===== config.mk =====
export PLATFORM = sky130hd
export DESIGN_NAME = instruction_word_decoder
export DESIGN_NICKNAME = d
export VERILOG_FILES = /design/src/design/iwd_pkg.sv /design/src/design/instruction_word_decoder.sv
export VERILOG_INCLUDE_DIRS = /design/src /design/src/design
export SDC_FILE = /design/constraint.sdc
export NUM_CORES = 1
export LEC_CHECK = 0
export BUFFER_PORTS_ARGS = -buffer_cell sky130_fd_sc_hd__buf_2
export CAP_MARGIN = 5
export CORE_MARGIN = 2
export CORE_UTILIZATION = 40
export DETAILED_ROUTE_END_ITERATION = 16
export SLEW_MARGIN = 30
export SYNTH_ARGS = -nofsm -noshare
export SYNTH_HDL_FRONTEND = slang
export SYNTH_SLANG_ARGS = --single-unit

===== constraint.sdc =====
create_clock -name aclk -period 7.5 [get_ports aclk]
set_input_delay 1.125 -clock aclk [delete_from_list [all_inputs] [get_ports aclk]]
set_output_delay 1.125 -clock aclk [all_outputs]
set_load 0.1 [all_outputs]

===== src/design/instruction_word_decoder_macros.svh =====
// Assertion helpers for the instruction word decoder.
`ifndef INSTRUCTION_WORD_DECODER_MACROS_SVH
`define INSTRUCTION_WORD_DECODER_MACROS_SVH

// Same-cycle implication, disabled while in reset.
`define IWD_ASSERT_NOW(label, clk, rst_n, ante, cons, msg) \
    label: assert property (@(posedge clk) disable iff (!rst_n) (ante) |-> (cons)) \
        else $error(msg);

// Next-cycle implication, disabled while in reset.
`define IWD_ASSERT_NEXT(label, clk, rst_n, ante, cons, msg) \
    label: assert property (@(posedge clk) disable iff (!rst_n) (ante) |=> (cons)) \
        else $error(msg);

`endif


===== src/design/iwd_pkg.sv =====
package iwd_pkg;

    localparam int unsigned InstrWidth = 32;
    localparam int unsigned OutWidth   = 96;

    // operation classes
    localparam logic [4:0] OP_MUL   = 5'd0;
    localparam logic [4:0] OP_MLA   = 5'd1;
    localparam logic [4:0] OP_UMULL = 5'd2;
    localparam logic [4:0] OP_SWP   = 5'd6;
    localparam logic [4:0] OP_LDRH  = 5'd7;
    localparam logic [4:0] OP_STRH  = 5'd8;
    localparam logic [4:0] OP_LDRSB = 5'd9;
    localparam logic [4:0] OP_LDRSH = 5'd10;
    localparam logic [4:0] OP_MRS   = 5'd11;
    localparam logic [4:0] OP_MSR   = 5'd12;
    localparam logic [4:0] OP_BX    = 5'd13;
    localparam logic [4:0] OP_LDM   = 5'd14;
    localparam logic [4:0] OP_STM   = 5'd15;
    localparam logic [4:0] OP_LDR   = 5'd16;
    localparam logic [4:0] OP_STR   = 5'd17;
    localparam logic [4:0] OP_B     = 5'd18;
    localparam logic [4:0] OP_ALU   = 5'd19;
    localparam logic [4:0] OP_UNDEC = 5'd20;

    // flag bit positions
    localparam logic [2:0] FLAG_S  = 3'd0;
    localparam logic [2:0] FLAG_L  = 3'd1;
    localparam logic [2:0] FLAG_U  = 3'd2;
    localparam logic [2:0] FLAG_P  = 3'd3;
    localparam logic [2:0] FLAG_W  = 3'd4;
    localparam logic [2:0] FLAG_I  = 3'd5;
    localparam logic [2:0] FLAG_B  = 3'd6;
    localparam logic [2:0] FLAG_SR = 3'd7;

    // encoding group masks and patterns, in priority order but for RSVD_PAT, tested after DPRS_PAT
    localparam logic [31:0] MUL_MASK    = 32'h0FC0_00F0;
    localparam logic [31:0] MUL_PAT     = 32'h0000_0090;
    localparam logic [31:0] MULL_MASK   = 32'h0F80_00F0;
    localparam logic [31:0] MULL_PAT    = 32'h0080_0090;
    localparam logic [31:0] SWP_MASK    = 32'h0FB0_0FF0;
    localparam logic [31:0] SWP_PAT     = 32'h0100_0090;
    localparam logic [31:0] HW_MASK     = 32'h0E00_00F0;
    localparam logic [31:0] HW_PAT      = 32'h0000_00B0;
    localparam logic [31:0] SGN_MASK    = 32'h0E10_00D0;
    localparam logic [31:0] SGN_PAT     = 32'h0010_00D0;
    localparam logic [31:0] PSR_MASK    = 32'h0FB0_00F0;
    localparam logic [31:0] MRS_PAT     = 32'h0100_0000;
    localparam logic [31:0] MSR_PAT     = 32'h0120_0000;
    localparam logic [31:0] IMM_MASK    = 32'h0FB0_0000;
    localparam logic [31:0] MSRI_PAT    = 32'h0320_0000;
    localparam logic [31:0] RSVD_PAT    = 32'h0300_0000;
    localparam logic [31:0] BX_MASK     = 32'h0FFF_FFF0;
    localparam logic [31:0] BX_PAT      = 32'h012F_FF10;
    localparam logic [31:0] GRP_MASK    = 32'h0E00_0000;
    localparam logic [31:0] BLK_PAT     = 32'h0800_0000;
    localparam logic [31:0] SDT_PAT     = 32'h0400_0000;
    localparam logic [31:0] SDTR_MASK   = 32'h0E00_0010;
    localparam logic [31:0] SDTR_PAT    = 32'h0600_0000;
    localparam logic [31:0] BR_PAT      = 32'h0A00_0000;
    localparam logic [31:0] DPIS_MASK   = 32'h0E00_0010;
    localparam logic [31:0] DPIS_PAT    = 32'h0000_0000;
    localparam logic [31:0] DPRS_MASK   = 32'h0E00_0090;
    localparam logic [31:0] DPRS_PAT    = 32'h0000_0010;
    localparam logic [31:0] DPI_PAT     = 32'h0200_0000;

    typedef struct packed {
        logic [15:0] register_list;
        logic [4:0]  shift_count;
        logic [1:0]  shift_kind;
        logic [31:0] imm_value;
        logic [7:0]  flag_bits;
        logic [3:0]  second_reg;
        logic [3:0]  shift_reg;
        logic [3:0]  base_reg;
        logic [3:0]  dest_reg;
        logic [3:0]  alu_op;
        logic [3:0]  cond_code;
        logic [4:0]  op_class;
    } iwd_result_t;

    function automatic logic [31:0] iwd_rot_imm(input logic [31:0] w);
        logic [63:0] dbl;
        logic [5:0]  amt;
        dbl = {2{24'd0, w[7:0]}};
        amt = {1'b0, w[11:8], 1'b0};
        dbl = dbl >> amt;
        return dbl[31:0];
    endfunction

    function automatic iwd_result_t iwd_decode(input logic [31:0] w);
        iwd_result_t r;
        r = '0;
        r.op_class  = OP_UNDEC;
        r.cond_code = w[31:28];
        if ((w & MUL_MASK) == MUL_PAT) begin
            r.op_class = w[21] ? OP_MLA : OP_MUL;
            r.flag_bits[FLAG_S] = w[20];
            r.dest_reg   = w[19:16];
            r.base_reg   = w[15:12];
            r.shift_reg  = w[11:8];
            r.second_reg = w[3:0];
        end else if ((w & MULL_MASK) == MULL_PAT) begin
            r.op_class = OP_UMULL + {3'd0, w[22:21]};
            r.flag_bits[FLAG_S] = w[20];
            r.dest_reg   = w[19:16];
            r.base_reg   = w[15:12];
            r.shift_reg  = w[11:8];
            r.second_reg = w[3:0];
        end else if ((w & SWP_MASK) == SWP_PAT) begin
            // swap with the PC as source stays undecoded
            if (w[3:0] != 4'hF) begin
                r.op_class = OP_SWP;
                r.flag_bits[FLAG_B] = w[22];
                r.base_reg   = w[19:16];
                r.dest_reg   = w[15:12];
                r.second_reg = w[3:0];
            end
        end else if ((w & HW_MASK) == HW_PAT || (w & SGN_MASK) == SGN_PAT) begin
            if ((w & HW_MASK) == HW_PAT)
                r.op_class = w[20] ? OP_LDRH : OP_STRH;
            else
                r.op_class = w[5] ? OP_LDRSH : OP_LDRSB;
            r.flag_bits[FLAG_L] = w[20];
            r.flag_bits[FLAG_U] = w[23];
            r.flag_bits[FLAG_P] = w[24];
            r.flag_bits[FLAG_W] = w[21];
            r.flag_bits[FLAG_I] = w[22];
            r.base_reg   = w[19:16];
            r.dest_reg   = w[15:12];
            r.second_reg = w[3:0];
            r.imm_value  = {24'd0, w[11:8], w[3:0]};
        end else if ((w & PSR_MASK) == MRS_PAT) begin
            r.op_class = OP_MRS;
            r.flag_bits[FLAG_P] = w[22];
            r.dest_reg = w[15:12];
        end else if ((w & PSR_MASK) == MSR_PAT) begin
            r.op_class = OP_MSR;
            r.flag_bits[FLAG_P] = w[22];
            r.second_reg = w[3:0];
        end else if ((w & IMM_MASK) == MSRI_PAT) begin
            r.op_class = OP_MSR;
            r.flag_bits[FLAG_I] = 1'b1;
            r.flag_bits[FLAG_P] = w[22];
            r.imm_value = iwd_rot_imm(w);
        end else if ((w & BX_MASK) == BX_PAT) begin
            r.op_class = OP_BX;
            r.base_reg = w[3:0];
        end else if ((w & GRP_MASK) == BLK_PAT) begin
            r.op_class = w[20] ? OP_LDM : OP_STM;
            r.flag_bits[FLAG_L] = w[20];
            r.flag_bits[FLAG_U] = w[23];
            r.flag_bits[FLAG_P] = w[24];
            r.flag_bits[FLAG_W] = w[21];
            r.flag_bits[FLAG_S] = w[22];
            r.base_reg      = w[19:16];
            r.register_list = w[15:0];
        end else if ((w & GRP_MASK) == SDT_PAT || (w & SDTR_MASK) == SDTR_PAT) begin
            r.op_class = w[20] ? OP_LDR : OP_STR;
            r.flag_bits[FLAG_L] = w[20];
            r.flag_bits[FLAG_U] = w[23];
            r.flag_bits[FLAG_P] = w[24];
            r.flag_bits[FLAG_W] = w[21];
            r.flag_bits[FLAG_B] = w[22];
            r.base_reg = w[19:16];
            r.dest_reg = w[15:12];
            if (w[25]) begin
                r.flag_bits[FLAG_I] = 1'b1;
                r.second_reg  = w[3:0];
                r.shift_kind  = w[6:5];
                r.shift_count = w[11:7];
            end else begin
                r.imm_value = {20'd0, w[11:0]};
            end
        end else if ((w & GRP_MASK) == BR_PAT) begin
            r.op_class = OP_B;
            r.flag_bits[FLAG_L] = w[24];
            r.imm_value = {{6{w[23]}}, w[23:0], 2'b00};
        end else if ((w & DPIS_MASK) == DPIS_PAT || (w & DPRS_MASK) == DPRS_PAT) begin
            r.op_class = OP_ALU;
            r.alu_op   = w[24:21];
            r.flag_bits[FLAG_S] = w[20];
            r.dest_reg   = w[15:12];
            r.base_reg   = w[19:16];
            r.second_reg = w[3:0];
            r.shift_kind = w[6:5];
            r.imm_value  = {20'd0, w[11:0]};
            if (w[4]) begin
                r.flag_bits[FLAG_SR] = 1'b1;
                r.shift_reg = w[11:8];
            end else begin
                r.shift_count = w[11:7];
            end
        end else if ((w & IMM_MASK) == RSVD_PAT) begin
            r.op_class = OP_UNDEC;
        end else if ((w & GRP_MASK) == DPI_PAT) begin
            r.op_class = OP_ALU;
            r.alu_op   = w[24:21];
            r.flag_bits[FLAG_I] = 1'b1;
            r.flag_bits[FLAG_S] = w[20];
            r.dest_reg  = w[15:12];
            r.base_reg  = w[19:16];
            r.imm_value = iwd_rot_imm(w);
        end
        return r;
    endfunction

endpackage


===== src/design/instruction_word_decoder.sv =====
// Channel   Dir  Ports                    Payload
// s_        in   s_tvalid/tready/tdata    instruction_word [31:0]
// m_        out  m_tvalid/tready/tdata    decoded fields, 92 bits in a 96-bit word
//
// One word per cycle sustained while m_tready stays high; a word transferred in is held in
// the input register, then in the result register, from which it transfers out.
// Stage 1 registers the word, the decode logic sits between it and the result register.
// aresetn (synchronous, active low) clears both valid flags; payload is not reset.
// A stall on m_tready backs up through both stages; each stage refills as soon as
// the one after it moves.
`include "instruction_word_decoder_macros.svh"

module instruction_word_decoder (
    input  logic                              aclk,
    input  logic                              aresetn,
    input  logic                              s_tvalid,
    output logic                              s_tready,
    // [31:0] instruction_word
    input  logic [iwd_pkg::InstrWidth-1:0]    s_tdata,
    output logic                              m_tvalid,
    input  logic                              m_tready,
    // [4:0] op_class, [8:5] cond_code, [12:9] alu_op, [16:13] dest_reg,
    // [20:17] base_reg, [24:21] shift_reg, [28:25] second_reg, [36:29] flag_bits,
    // [68:37] imm_value, [70:69] shift_kind, [75:71] shift_count,
    // [91:76] register_list, [95:92] zero
    output logic [iwd_pkg::OutWidth-1:0]      m_tdata
);
    import iwd_pkg::*;

    logic        in_valid_reg;
    logic [31:0] in_word_reg;
    logic        out_valid_reg;
    iwd_result_t out_data_reg;
    iwd_result_t dec_next;
    logic        out_ready;
    logic        in_take;
    logic        out_move;
    logic        out_undec;
    logic        undec_clean;
    logic        out_branch;
    logic        branch_aligned;

    assign out_ready = !out_valid_reg || m_tready;
    assign s_tready  = !in_valid_reg || out_ready;
    assign in_take   = s_tvalid && s_tready;

    always_comb begin
        dec_next = iwd_decode(in_word_reg);
    end

    always_ff @(posedge aclk) begin
        if (!aresetn) begin
            in_valid_reg <= 1'b0;
        end else if (s_tready) begin
            in_valid_reg <= s_tvalid;
        end
    end

    always_ff @(posedge aclk) begin
        if (in_take) begin
            in_word_reg <= s_tdata;
        end
    end

    always_ff @(posedge aclk) begin
        if (!aresetn) begin
            out_valid_reg <= 1'b0;
        end else if (out_ready) begin
            out_valid_reg <= in_valid_reg;
        end
    end

    always_ff @(posedge aclk) begin
        if (out_ready && in_valid_reg) begin
            out_data_reg <= dec_next;
        end
    end

    assign m_tvalid = out_valid_reg;
    assign m_tdata  = {{(OutWidth - $bits(iwd_result_t)){1'b0}}, out_data_reg};

    assign out_move       = in_valid_reg && out_ready;
    assign out_undec      = out_valid_reg && out_data_reg.op_class == OP_UNDEC;
    assign undec_clean    = out_data_reg.flag_bits == 8'd0 && out_data_reg.imm_value == 32'd0
                            && out_data_reg.register_list == 16'd0
                            && out_data_reg.dest_reg == 4'd0;
    assign out_branch     = out_valid_reg && out_data_reg.op_class == OP_B;
    assign branch_aligned = out_data_reg.imm_value[1:0] == 2'b00;

    // accepted words reach the decode stage, decoded words reach the output
    `IWD_ASSERT_NEXT(a_in_load, aclk, aresetn, in_take, in_valid_reg, "accepted word lost")
    `IWD_ASSERT_NEXT(a_out_load, aclk, aresetn, out_move, out_valid_reg, "decoded word lost")
    // undecoded words carry no flags, immediate, register list or destination
    `IWD_ASSERT_NOW(a_undec_clean, aclk, aresetn, out_undec, undec_clean, "undecoded fields set")
    // branch offsets are word aligned
    `IWD_ASSERT_NOW(a_branch_align, aclk, aresetn, out_branch, branch_aligned, "branch unaligned")

endmodule


# After elaboration in Yosys (flattened, before gate mapping)
# Cells that the tools add are included.
[word_totals] regBits=126 input_bits=36 out_inout_bits=98 elab_cells=166
[classes] addsub=1 n_eq_ne=17 shifts=1 n_mux=114 reduce_logical=14
[op_table] cell="two-way mux 71 bit" count=8
[op_table] cell="two-way mux 23 bit" count=7
[op_table] cell="two-way mux 32 bit" count=5
[op_table] cell="two-way mux 12 bit" count=6
[op_table] cell="two-way mux 8 bit" count=9
[op_table] cell="two-way mux 5 bit" count=13
[op_table] cell="two-way mux 4 bit" count=16
[op_table] cell="two-way mux 42 bit" count=1
[op_table] cell=">> shifter 40 x 5 -> 32 bit" count=1
[op_table] cell="two-way mux 39 bit" count=1
[op_table] cell="two-way mux 17 bit" count=2
[op_table] cell="logical NOT 32 bit" count=1
[op_table] cell="two-way mux 16 bit" count=2
[op_table] cell="two-way mux 1 bit" count=30
[op_table] cell="== test 24 x 21 -> 1 bit, second input constant" count=1
[op_table] cell="== test 11 x 8 -> 1 bit, second input constant" count=2
[op_table] cell="two-way mux 21 bit" count=1
[op_table] cell="two-way mux 3 bit" count=7
[op_table] cell="two-way mux 7 bit" count=3
[op_table] cell="== test 15 x 12 -> 1 bit, second input constant" count=1
[op_table] cell="two-way mux 15 bit" count=1
[op_table] cell="== test 7 x 4 -> 1 bit, second input constant" count=2
[op_table] cell="== test 7 x 5 -> 1 bit, second input constant" count=2
[op_table] cell="== test 10 x 4 -> 1 bit, second input constant" count=1
[op_table] cell="other kinds (16)" count=24

# Depth between registers and ports, before layout
[logic_depth] depth_word=28 ltp_mapped=7 depth_no_buf=5

# Worst setup path before layout
# Ideal clock, no wire load.
[synth_timing] kind="in2reg" startpoint="input m_tready" endpoint="register out_data_reg (netlist bit m_tdata[0]) (enable)" setup_ps=554 arrival_ps=5279 required_time_ps=6946 slack_ps=1667 stages=2 path_buffers=0 cell_sequence="nor2b_1 -> nor2b_1"
[synth_between] elab_chain_len=2
[synth_rtl] item="start: declaration" line_no="instruction_word_decoder.sv:21" rtl="input logic m_tready,"
[synth_rtl] item="logical OR 1 bit" line_no="instruction_word_decoder.sv:43" rtl="assign out_ready = !out_valid_reg || m_tready;"
[synth_rtl] item="logical AND 1 bit"
[synth_rtl] item="end signal: assignment" line_no="instruction_word_decoder.sv:75" rtl="out_data_reg <= dec_next;"
[synth_rtl] item="end: declaration" line_no="instruction_word_decoder.sv:33" rtl="iwd_result_t out_data_reg;"
# No other way between the ends.
# A chain may end at the register's enable or synchronous reset.

# Worst setup path after layout
[layout_timing] startpoint="input m_tready" endpoint="output s_tready"
[layout_between] elab_chain_len=2
[layout_rtl] item="logical OR 1 bit" line_no="instruction_word_decoder.sv:43"
[layout_rtl] item="logical OR 1 bit" line_no="instruction_word_decoder.sv:44" rtl="assign s_tready = !in_valid_reg || out_ready;"
[layout_rtl] item="end: declaration" line_no="instruction_word_decoder.sv:17" rtl="output logic s_tready,"
# No other way between the ends.

==> summary.txt <==
Proportion of layout cells with a drive suffix above 1 -> 0.302
Depth of the most critical reg-to-reg path -> 5
Clock power share -> 0.398
Core area -> 15300 um2
First-pass iteration count of the detailed router -> 7
Clock net sink count -> 126
Starting density of the core -> 0.412
Post-layout util -> 0.502
Grt ovf -> 0
Iteration-0 DRC Markers -> 445
Vias -> 4993
Final setup fails -> 0
Post-CTS sizing -> 0
Yosys top cell area share -> 0.592
Kind of critical path -> input port to primary output
Largest register FFs -> 92
Syn Inst Count -> 522
Synthesized flop and latch total -> 126
Root buffer cell -> clkbuf_16
Sw Share -> 0.318
Rel. slew slack -> 0.354
Max-cap violations -> 0
Num ports -> 134
Port buffer count -> 129
RSZ-0062 raised after global routing -> false
Reg2reg end -> m_tdata[15]$_DFFE_PP_
Total CTS buffers -> 17
Largest net degree at the start of global routing -> 65
Hold WS -> 0.417 ns
First-pass GRT wire length -> 27.6 mm
DP HPWL -> 12.8 mm
Max frequency -> 325 MHz
Die height -> 129 um
Hold Crit Start -> in_word_reg[31]$_DFFE_PP_
Crit path launch type -> input port
Comb pwr share -> 0.176
Final GP Congestion -> 0.940
Sequential area share after synthesis -> 0.598
Final Power -> 2.03 mW
Synth area leaders -> edfxtp_1 59%, and2_1 4.0%, nand2_1 2.4%
CTS tree -> done
GRT Overall Usage -> 0.225
Worst slew pin tran -> 0.969 ns
Fin crit share -> 0.410
Static leakage -> 2.77 nW
H-tree depth -> 4
Critical Path End Type -> primary output
Placed Cells incl. Taps -> 832
Post-synthesis compound-gate area fraction -> 0.163
Top FF cell, synth -> edfxtp_1
Internal power -> 1.38 mW
Post-Synth Adder-Cell Area -> 0
Total wire length -> 18.8 mm
Syn Std Cell Area -> 6290 um2
Switching power -> 0.645 mW
Setup Skew -> 0.00843 ns
Max rail drop VDD -> 0.154 mV
Post-CTS Setup Inserts -> 0
Post-synthesis mux area share -> 0.0284
Area Overhead vs Synth -> 21.7%
Fin. max-slew vios -> 0
R2R Setup Slk -> 4.53 ns
Critical Path RT -> 6.38 ns
Setup TNS -> 0 ns
Initial antenna violation count -> 0
Status -> finished, final reports clean
Worst Path Arrival -> 1.95 ns
Diode count -> 0
Hold Path Sink -> m_tdata[8]$_DFFE_PP_
Nets -> 676
Post-DRT Antenna Nets -> 0
Die area -> 16700 um2
Post-synth EDFFs -> 124
# DRC -> 0
Flop pwr share -> 0.426
Num rows -> 45
Vias in the first global route -> 4722
XOR/XNOR share of the synthesized area -> 0.00139
Pwr Density -> 265 nW/um2
Unique cell type count in the Yosys netlist -> 77
WL/cell -> 21.7 um
CTS Buffer Depth -> 2
Worst-path fanout max -> 4
Clock-pin slew on the worst setup and hold paths -> 0.06 ns
Worst-Skew Late Latency -> 0.42 ns
Final Non-Filler Cells -> 864
Post-Synth Simple-Gate Area -> 0.175
Die W -> 129 um
Post-CTS Hold Buffers -> 0
Vias per cell -> 5.78
Fin. Hold Viols -> 0
Worst r2r src -> in_word_reg[9]$_DFFE_PP_
Post-layout min period -> 3.08 ns
Yosys warns -> 0
Min-Delay Path Class -> flip-flop to flip-flop
Ys async rst share -> 0
Main combinational cell family by area after synthesis -> simple AND/OR/NAND/NOR gates
Syn Area/Cell -> 12.1 um2
Synth area leader -> edfxtp_1
Hold path cells -> 0
## area by class of cell
cell class,count,area (um2)
fillers,1382,7600
flip-flops and latches,126,3760
multi-input cells,355,2340
repair buffers,134,683
clock buffers,19,443
well taps,211,264
clock inverters,13,139
inverters,6,22.5
## cell usage in the layout (no fill, tap or decap), types with 11 or more instances in the layout
cell	count
edfxtp_1	124
nand2_1	41
o21ai_0	25
a22o_1	11
and2_1	40
buf_2	129
nor2b_1	12
nor2_1	27
clkbuf_16	17
a21oi_1	26
## power by group through the flow
stage	Sequential [mW]	Clock [mW]	Combinational, mW
4_1_cts	0.863	0.817	0.357
3_5_place_dp	0.877	0	0.356
6_report	0.864	0.808	0.357
5_1_grt	0.868	0.848	0.372
3_3_place_gp	0.876	0	0.355
2_1_floorplan	1.04	0	0.116
## worst max-delay path, stage by stage
cell and delay [ns]:
buf_2 0.09, nor2b_1 0.31, nand2_1 0.12, buf_2 0.31
## routing by layer
metal  part of all wire  GRT usage
met5                  0          0
met4              0.022     0.0727
met3              0.088     0.0578
met2               0.46      0.348
met1               0.43      0.312
## cell usage after synthesis, types with 5 or more instances
cell,n
o21ai_0,25
a21o_1,7
o31ai_1,5
clkbuf_1,15
nor3_1,10
a22o_1,11
nand2_1,41
edfxtp_1,124
and2_1,40
mux2_2,7
o21ai_1,5
nor2b_1,13
o22ai_1,8
a32oi_1,6
inv_1,6
nor4_1,5
a22oi_1,10
a21oi_1,26
mux2i_1,10
nand2b_1,5
buf_2,16
nor2_1,27
nand3_1,7
nor3_2,5
## cell families after synthesis
kind of cell,after synthesis
multiplexers,17
XOR/XNOR,1
other,1
AO/OA/AOI/OAI,145
AND/OR/NAND/NOR,188
flip-flops,126
buffers and inverters,44
## metrics by stage
step                      worst slack (ns)  instance area, um2
after global routing                  4.29                7650
after floorplan                       1.67                6300
after CTS                             4.41                7650
after global placement                4.39                7070
final                                 4.42                7650
after detailed placement              4.27                7070
## how the worst max path moves through the flow
| stage | slack [ns] | to | depth (start not counted) | startpoint |
|---|---|---|---|---|
| 2_1_floorplan | 1.67 | m_tdata[0]$_DFFE_PP_ | 2 | m_tready |
| 3_3_place_gp | 4.39 | m_tdata[23]$_DFFE_PP_ | 4 | m_tready |
| 3_5_place_dp | 4.27 | m_tdata[39]$_SDFFCE_PP0P_ | 4 | m_tready |
| 4_1_cts | 4.41 | s_tready | 4 | m_tready |
| 5_1_grt | 4.29 | s_tready | 4 | m_tready |
| 6_report | 4.42 | s_tready | 4 | m_tready |
No activity file was read; power rests on OpenSTA's default activity.
